`src/sv/uvs_pkg.sv`:
```
// Package: shared types, constants and tables for the UV sphere vertex generator.
`default_nettype none
package uvs_pkg;

  localparam int CORDIC_STEPS = 30;
  localparam logic signed [33:0] CORDIC_GAIN = 34'sd652032874;

  localparam logic [1:0] REG_HORIZONTAL = 2'd0;
  localparam logic [1:0] REG_VERTICAL   = 2'd1;

  typedef logic [10:0] seg_t;

  typedef struct packed {
    logic [10:0] column;
    logic [10:0] row;
  } in_item_t;

  typedef struct packed {
    logic signed [15:0] pos_x;
    logic signed [15:0] pos_y;
    logic signed [15:0] pos_z;
    logic [16:0]        tex_u;
    logic [16:0]        tex_v;
    logic               quad_valid;
    logic [20:0]        idx_top_left;
    logic [20:0]        idx_bottom_left;
    logic [20:0]        idx_top_right;
    logic [20:0]        idx_bottom_right;
    logic               out_of_range;
  } out_item_t;

  // Classified grid point handed from front to back.
  typedef struct packed {
    logic [10:0] column;
    logic [10:0] row;
    logic [10:0] h;
    logic [10:0] v;
    logic        quad;
    logic        oor;
  } job_t;

  function automatic logic [31:0] atan_turn(input int i);
    logic [31:0] t [CORDIC_STEPS] = '{
      32'h20000000, 32'h12E4051E, 32'h09FB385B, 32'h051111D4, 32'h028B0D43,
      32'h0145D7E1, 32'h00A2F61E, 32'h00517C55, 32'h0028BE53, 32'h00145F2F,
      32'h000A2F98, 32'h000517CC, 32'h00028BE6, 32'h000145F3, 32'h0000A2F9,
      32'h0000517C, 32'h000028BE, 32'h0000145F, 32'h00000A2F, 32'h00000517,
      32'h0000028B, 32'h00000145, 32'h000000A2, 32'h00000051, 32'h00000028,
      32'h00000014, 32'h0000000A, 32'h00000005, 32'h00000002, 32'h00000001};
    return t[i];
  endfunction

endpackage
`default_nettype wire

```
`src/sv/uvs_if.sv`:
```
// Interfaces: valid/ready channels for grid points, vertices and register writes.
`default_nettype none
interface uvs_in_if;
  logic        valid;
  logic        ready;
  logic [10:0] column;
  logic [10:0] row;
  modport source (output valid, column, row, input ready);
  modport sink   (input valid, column, row, output ready);
endinterface


interface uvs_cfg_if;
  logic        valid;
  logic        ready;
  logic [1:0]  index;
  logic [10:0] data;
  modport source (output valid, index, data, input ready);
  modport sink   (input valid, index, data, output ready);
endinterface
`default_nettype wire

```
`src/sv/uvs_front.sv`:
```
// Front end: register file, segment clamping, classification and job queue.
`default_nettype none
module uvs_front #(
  parameter int MAX_SEGMENTS = 1024
) (
  input  wire logic          clk,
  input  wire logic          rst_n,
  uvs_in_if.sink             in_ch,
  uvs_cfg_if.sink            cfg_ch,
  output uvs_pkg::job_t      job,
  output logic               job_valid,
  input  wire logic          job_take
);
  import uvs_pkg::*;

  localparam int QD = 2;

  seg_t hreg_r, vreg_r, h_c, v_c;
  job_t q_r [QD];
  logic [1:0] cnt_r, cnt_nxt;
  logic rd_r, wr_r;
  job_t nj;
  logic push;

  function automatic seg_t clamp(input seg_t s);
    if (s == '0) return 11'd1;
    if ({21'd0, s} > MAX_SEGMENTS) return seg_t'(MAX_SEGMENTS);
    return s;
  endfunction

  assign cfg_ch.ready = 1'b1;
  always_ff @(posedge clk) begin
    if (!rst_n) begin
      hreg_r <= 11'd32;
      vreg_r <= 11'd16;
    end else if (cfg_ch.valid) begin
      if (cfg_ch.index == REG_HORIZONTAL) hreg_r <= cfg_ch.data;
      else if (cfg_ch.index == REG_VERTICAL) vreg_r <= cfg_ch.data;
    end
  end

  always_comb begin
    h_c = clamp(hreg_r);
    v_c = clamp(vreg_r);
    nj.column = in_ch.column;
    nj.row    = in_ch.row;
    nj.h      = h_c;
    nj.v      = v_c;
    nj.quad   = (in_ch.column < h_c) && (in_ch.row < v_c);
    nj.oor    = (in_ch.column > h_c) || (in_ch.row > v_c);
  end

  assign in_ch.ready = (cnt_r != 2'd2);
  assign push        = in_ch.valid && in_ch.ready;
  assign job_valid   = (cnt_r != 2'd0);
  assign job         = q_r[rd_r];

  always_comb begin
    cnt_nxt = cnt_r;
    if (push && !job_take) cnt_nxt = cnt_r + 2'd1;
    else if (!push && job_take) cnt_nxt = cnt_r - 2'd1;
  end

  always_ff @(posedge clk) begin
    if (!rst_n) begin
      cnt_r <= '0;
      rd_r  <= 1'b0;
      wr_r  <= 1'b0;
    end else begin
      cnt_r <= cnt_nxt;
      if (push) wr_r <= ~wr_r;
      if (job_take) rd_r <= ~rd_r;
    end
  end

  always_ff @(posedge clk) begin
    if (push) q_r[wr_r] <= nj;
  end
endmodule
`default_nettype wire

```
`src/flat_wrapper.sv`:
```
// flat-port wrapper written by rule: the top's interface ports become plain ports
module uvs_front_flat import uvs_pkg::*;
#(
  parameter int MAX_SEGMENTS = 1024
)
  (clk, rst_n, job, job_valid, job_take, in_ch_valid, in_ch_column, in_ch_row, in_ch_ready, cfg_ch_valid, cfg_ch_index, cfg_ch_data, cfg_ch_ready);
  uvs_in_if in_ch_i ();
  uvs_cfg_if cfg_ch_i ();
  input  wire logic clk;
  input  wire logic rst_n;
  output uvs_pkg::job_t job;
  output logic job_valid;
  input  wire logic job_take;
  input wire logic [$bits(in_ch_i.valid)-1:0] in_ch_valid;
  input wire logic [$bits(in_ch_i.column)-1:0] in_ch_column;
  input wire logic [$bits(in_ch_i.row)-1:0] in_ch_row;
  output wire logic [$bits(in_ch_i.ready)-1:0] in_ch_ready;
  input wire logic [$bits(cfg_ch_i.valid)-1:0] cfg_ch_valid;
  input wire logic [$bits(cfg_ch_i.index)-1:0] cfg_ch_index;
  input wire logic [$bits(cfg_ch_i.data)-1:0] cfg_ch_data;
  output wire logic [$bits(cfg_ch_i.ready)-1:0] cfg_ch_ready;
  assign in_ch_i.valid = in_ch_valid;
  assign in_ch_i.column = in_ch_column;
  assign in_ch_i.row = in_ch_row;
  assign in_ch_ready = in_ch_i.ready;
  assign cfg_ch_i.valid = cfg_ch_valid;
  assign cfg_ch_i.index = cfg_ch_index;
  assign cfg_ch_i.data = cfg_ch_data;
  assign cfg_ch_ready = cfg_ch_i.ready;
  uvs_front #(.MAX_SEGMENTS(MAX_SEGMENTS)) u_core (.clk(clk), .rst_n(rst_n), .in_ch(in_ch_i), .cfg_ch(cfg_ch_i), .job(job), .job_valid(job_valid), .job_take(job_take));
endmodule
```
`config.mk`:
```
export PLATFORM = sky130hd
export DESIGN_NAME = uvs_front_flat
export DESIGN_NICKNAME = d
export VERILOG_FILES = /design/src/sv/uvs_pkg.sv /design/src/sv/uvs_if.sv /design/src/sv/uvs_front.sv /design/src/flat_wrapper.sv
export SDC_FILE = /design/constraint.sdc
export NUM_CORES = 1
export LEC_CHECK = 0
export CORE_MARGIN = 5
export CORE_UTILIZATION = 35
export CTS_BUF_LIST = sky130_fd_sc_hd__clkbuf_4
export DETAILED_ROUTE_END_ITERATION = 12
export DONT_BUFFER_PORTS = 1
export PLACE_DENSITY = 0.46
export SLEW_MARGIN = 10
export SYNTH_ARGS = -nofsm -noshare
export SYNTH_HDL_FRONTEND = slang
export SYNTH_SLANG_ARGS = --single-unit
```
`constraint.sdc`:
```
create_clock -name clk -period 4.8 [get_ports clk]
set_clock_uncertainty 0.1 [all_clocks]
set_input_delay 0 -clock clk [delete_from_list [all_inputs] [get_ports clk]]
set_output_delay 0 -clock clk [all_outputs]
set_load 0.05 [all_outputs]
```
==> impl_metrics.py, run 1 <==
metrics = {
    "status": {
        "outcome": "complete, no violations",
    },
    "synthesis": {
        "synth_seq_area_share_pct": 65.07,
        "synth_enable_flop_cells": 92,
        "ys_types": 41,
        "async_reset_ff_share_pct": 0,
        "yosys-top-cells-area": "edfxtp_1, dfxtp_1, mux2_2",
        "yosys.area.top_type": "edfxtp_1",
        "synth_top_area_share_pct": 54.42,
        "syn_inst": 351,
        "syn_area_sq_um": 5076,
        "ys_ff_latch": 119,
        "synth.most_common_cell": "edfxtp_1",
        "syn_area_per_cell_sq_um": 14.46,
        "yosys_warnings": 0,
        "synth_ff_type": "edfxtp_1",
        "synth.net_count": 414,
        "synth_common_cells": "edfxtp_1, mux2_2, dfxtp_1, inv_1, nand2_1",
    },
    "sta": {
        "fin_setup_tns_ns": 0,
        "max_freq_ghz": 0.3715,
        "rsz0062_at_grt": "false",
        "min_period_ns": 2.692,
        "final_hold_viol_count": 0,
        "slew_headroom_pct": 43.66,
        "post-route-period-util_pct": 56.08,
        "setup_violations": 0,
        "worstMarginPinSlew_ns": 0.8423,
        "report.final.slew_viol_count": 0,
    },
    "floorplan": {
        "dieHeight_um": 130.4,
        "start_util_pct": 35.33,
        "row_count": 44,
        "fp.dieW_um": 130.4,
        "coreArea_sq_um": 14370,
        "dieArea_sq_um": 17010,
        "ioPinCount": 89,
    },
    "critical_path": {
        "crit_chain": "nand2b_1 > nand2_1 > nor2_4 > buf_4",
        "worstPathRequired_ns": 4.87,
        "critPathLaunch": "u_core.cnt_r[0]",
        "timing_worst_setup_path_type": "reg2reg",
        "regToRegStartpoint": "u_core.cnt_r[0]",
        "slowest_stage": "nor2_4",
        "cp_slowest_stage_delay_ns": 0.59,
        "crit_fanout": 25,
        "critPathLaunchType": "flip-flop",
        "endpoint_kind": "flip-flop",
        "crit_arrival_ns": 2.76,
    },
    "global_routing": {
        "grt_max_degree": 32,
        "grt_antenna_before_repair": 2,
        "grt_first_pass_wirelength_um": 16880,
        "grt_overflow": 0,
        "grt_pass1_vias": 3059,
        "track_usage_pct": 13.58,
    },
    "placed_design": {
        "gp_congestion": 0.7556,
        "placed_cells": 526,
        "port-buffer-count": 0,
        "place_hpwl_um": 7496,
    },
    "cts": {
        "clock_latency_ns": 0.51,
        "clockBufferDepth": 2,
        "clock-sinks": 119,
        "cts-root-buf": "clkbuf_4",
        "clk_pin_slew_ns": 0.10,
        "cts_tree": "yes",
        "cts_made_buffers": 17,
        "h-tree-depth": 4,
        "cts_setup_buffers": 0,
    },
    "worst_hold_path": {
        "min_from": "in_ch_column[5]",
        "hold_path_class": "in2reg",
    },
    "route": {
        "vias_per_cell": 4.741,
        "route.detailed.drc": 0,
        "postRouteWirelength_um": 10930,
        "drt_pre_antenna_iters": 4,
        "drt_iter0_drc": 156,
        "vias": 2911,
        "drtAntennaViolNets": 0,
        "routedWlPerCell_um": 17.79,
    },
    "layout": {
        "final_nets": 478,
        "fin_cells": 614,
        "syn2layout_area_growth_pct": 19.57,
        "final_layout_size_suffix_gt1_share_pct": 19.16,
    },
    "power_and_ir_drop": {
        "p_leak_nw": 2.308,
        "irDropWorstVdd_v": 0.0001891,
        "finalPower_mw": 2.410,
        "powerDensity_nw_per_um2": 397.1,
    },
    "run": {
        "drv_cap": 0,
    },
}
==> through the flow <==
step / instance area (sq um) / hold WS (ns) / worst slack, ns / util, %
after CTS: 6035 / 0.0007648 / 2.028 / 42.00
after global placement: 5273 / -0.03204 / 2.138 / 36.69
after floorplan: 5076 / -0.001131 / 1.275 / -
after detailed placement: 5273 / -0.03001 / 2.057 / 36.69
final: 6070 / 0.06545 / 2.108 / 42.24
after global routing: 6070 / 0.006661 / 1.857 / 42.24
==> kinds of logic after synthesis <==
kind of cell / Yosys count / share of synthesized area, %
flops: 119 / 65.07
simple gates: 75 / 7.937
mux: 66 / 14.15
buf+inv: 38 / 3.229
compound gates: 26 / 3.352
fa+ha+maj: 23 / 5.669
xor+xnor: 3 / 0.5177
other cells: 1 / 0.07388
==> flip-flops by register name, indices dropped and copies added (netlist names), named ones only <==
signal	flops
u_core.q_r	92
u_core.hreg_r	11
u_core.vreg_r	11
u_core.cnt_r	2
u_core.rd_r	1
u_core.wr_r	1
==> layout make-up <==
type                    count  area, sq um
diodes                      2        5.005
clock buffers              18        135.1
clock inverters            14        116.4
fillers                  1335         8299
inverters                  26        97.59
multi-input cells         194         1618
flip-flops and latches    119         3304
well taps                 184        230.2
repair buffers             57        563.0
==> critical path, delay by kind of cell (launching register included) <==
kind / cells / cell delay [ns]
buffers and inverters: 1 / 0.46
DFF: 1 / 0.41
and+or+nand+nor: 3 / 1.35
==> cells in the final DEF (no fill, tap or decap), drive strengths merged, types with 3 or more instances in the layout <==
cell type	n
a21oi	9
and2	4
and3	3
buf	3
clkbuf	18
clkinv	12
dfxtp	27
dlygate4sd3	54
edfxtp	92
ha	23
inv	24
mux2	46
mux2i	20
nand2	24
nand3	4
nor2	6
nor2b	21
nor4	3
o21ai	8
==> report_power, final <==
group          switching, mW  internal, mW
Clock                  0.351         0.299
Sequential            0.0335          1.21
Combinational          0.378         0.138
Total                  0.763          1.65
==> metal layers <==
layer	wire length (um)	global-route usage [%]	vias to the layer above	part of all wire, %
li1	-	-	1409	-
met1	5028	17.23	1410	46
met2	5085	21.03	78	47
met3	647	5.244	14	5.9
met4	164	5.384	0	1.5
met5	0	0	-	0
==> repair_timing <==
item	in CTS	in global routing
setup endpoints to repair	0	0
hold endpoints to repair	111	6
hold buffers	51	3
gates resized for setup	0	0
==> worst paths after layout <==
check	end	slack (ns)	cells past startpoint
worst max-delay path	u_core.q_r[0][20]	2.11	4
worst min-delay path	u_core.q_r[0][40]	0.07	1
worst max register to register	u_core.q_r[0][20]	2.11	4
worst min register to register	u_core.cnt_r[1]	0.44	2
Note: power is estimated with default switching activity, not from simulation.
==> run 2, diff against run 1 <==
clock period = 2.55 ns   (was 4.8 ns; I/O delays follow)
==> run 2 against run 1 <==
  * Routed wire length is 1.5% higher
  * Sequential power up 88%
  * Cell area up 2.8%
  * Critical path type unchanged
==> impl_metrics.py, run 2 (same netlist as run 1, synthesis figures left out) <==
metrics = {
    "status": {
        "outcome": "complete, no violations",
    },
    "route": {
        "wl_met2_um": 5180,
        "drtAntennaViolNets": 0,
        "wl_met3_um": 673,
        "routedWlPerCell_um": 17.84,
        "routed.top_layer": "met4",
        "vias_per_cell": 4.767,
        "postRouteWirelength_um": 11090,
        "wl_met1_um": 5054,
        "vias": 2965,
        "drt_iter0_drc": 93,
        "drt_pre_antenna_iters": 4,
        "route.detailed.drc": 0,
    },
    "critical_path": {
        "crit_arrival_ns": 2.61,
        "r2r-end": "u_core.q_r[1][0]",
        "crit_family": "simple AND/OR/NAND/NOR gates",
        "timing_worst_setup_path_type": "reg2reg",
        "critPathLaunchType": "flip-flop",
        "crit_chain": "nor4_2 > nand3_1 > o21ai_2 > nand2_2 > ha_4 > and3_4 > a22o_1 > o21ai_1 > nand3_1 > a22o_1",
        "ff2ff_setup_slack_ns": 0.12,
        "worstPathRequired_ns": 2.73,
        "cp_num_buf_inv": 0,
        "regToRegStartpoint": "u_core.hreg_r[7]",
        "crit_fanout": 3,
        "cp_slowest_stage_delay_ns": 0.34,
        "critPathLaunch": "u_core.hreg_r[7]",
        "endpoint_kind": "flip-flop",
        "slowest_stage": "dfxtp_2",
        "rr_worst_depth": 10,
    },
    "floorplan": {
        "start_util_pct": 35.33,
        "ioPinCount": 89,
        "fp.dieW_um": 130.4,
        "row_count": 44,
        "coreArea_sq_um": 14370,
        "dieArea_sq_um": 17010,
        "dieHeight_um": 130.4,
    },
    "placed_design": {
        "gp_congestion": 0.7876,
        "post_dp_cell_area_sq_um": 5355,
        "port-buffer-count": 0,
        "place_hpwl_um": 7424,
    },
    "sta": {
        "fin_setup_tns_ns": 0,
        "post-route-period-util_pct": 95.20,
        "final_hold_viol_count": 0,
        "min_period_ns": 2.428,
        "report.final.slew_viol_count": 0,
        "slew_headroom_pct": 44.86,
        "worstMarginPinSlew_ns": 0.8243,
        "max_freq_ghz": 0.4119,
        "rsz0062_at_grt": "true",
        "setup_violations": 0,
    },
    "layout": {
        "final_layout_size_suffix_gt1_share_pct": 23.57,
        "final_common_cell": "edfxtp_1",
        "regMostFlops": "u_core.q_r",
        "syn2layout_area_growth_pct": 22.87,
        "final_nets": 487,
        "nFillCells": 1324,
        "mostFrequentLayoutCells": "edfxtp_1, dlygate4sd3_1, mux2_2, dfxtp_1, inv_1",
        "top_regs": "u_core.q_r: 92 flops, u_core.hreg_r: 11 flops, u_core.vreg_r: 11 flops",
        "largest_reg_flops": 92,
        "stdcell_area_sq_um": 6237,
        "finalCoreUtilization_pct": 43.41,
    },
    "cts": {
        "clock_latency_ns": 0.54,
        "clock-sinks": 119,
        "cts-root-buf": "clkbuf_4",
        "cts_made_buffers": 17,
        "clockBufferDepth": 2,
        "h-tree-depth": 4,
        "cts_tree": "yes",
        "clk_pin_slew_ns": 0.10,
    },
    "global_routing": {
        "grt_antenna_before_repair": 1,
        "grt_overflow": 0,
        "grt_first_pass_wirelength_um": 16930,
        "grt_max_degree": 48,
        "track_usage_pct": 13.67,
        "grt_pass1_vias": 3057,
    },
    "worst_hold_path": {
        "hold_path_class": "in2reg",
        "min_from": "in_ch_row[7]",
        "holdPathStages": 1,
        "hold_end": "u_core.q_r[1][31]",
    },
    "power_and_ir_drop": {
        "irDropWorstVdd_v": 0.0003487,
        "p_leak_nw": 2.397,
        "powerDensity_nw_per_um2": 757.8,
    },
    "run": {
        "drv_cap": 0,
    },
}
## run 2: final cells by class
cell class / count / area (sq um) / area share, %
Timing Repair Buffer: 66 / 665.6 / 10.67
Antenna cell: 1 / 2.502 / 0.04012
Clock inverter: 12 / 133.9 / 2.146
Inverter: 26 / 97.59 / 1.565
Tap cell: 184 / 230.2 / 3.691
Multi-Input combinational cell: 194 / 1652 / 26.48
Sequential cell: 119 / 3306 / 53.00
Clock buffer: 20 / 150.1 / 2.407
## run 2: power by group
part,switching [mW],internal (mW)
logic,0.720,0.290
clock network,0.689,0.694
registers,0.0567,2.28
## run 2: worst max path at each step
stage,slack [ns],cells after the start,endpoint
floorplan,0.20,10,u_core.q_r[0][0]
global placement,0.08,10,u_core.q_r[0][0]
detailed placement,-0.05,10,u_core.q_r[1][0]
CTS,0.008,10,u_core.q_r[0][0]
global route,-0.01,10,u_core.q_r[0][0]
finish,0.12,10,u_core.q_r[1][0]
## run 2: what timing repair did
| action | in CTS | in global routing |
|---|---|---|
| resized for setup | 2 | 6 |
| setup buffers | 3 | 1 |
| pin swaps | 3 | 5 |
| hold buffers | 53 | 0 |
| setup endpoints to repair | 2 | 4 |
| endpoints found under the hold margin | 167 | 0 |
## run 2: per-stage QoR
| stage | std cells | total power, mW | hold WS [ns] | setup WS, ns |
|---|---|---|---|---|
| after detailed placement | 532 | 3.312 | -0.03018 | -0.05336 |
| after CTS | 620 | 4.807 | 0.02626 | 0.008062 |
| after floorplan | 351 | 3.157 | -0.001131 | 0.2048 |
| after global placement | 532 | 3.304 | -0.03309 | 0.07518 |
| after global routing | 622 | 4.943 | 0.02435 | -0.01408 |
| final | 622 | 4.727 | 0.07944 | 0.1224 |
## run 2: per-layer routing
metal,vias up,track usage [%]
met5,-,0
met4,0,5.989
met3,16,5.407
met2,76,20.97
met1,1452,17.21
li1,1421,-
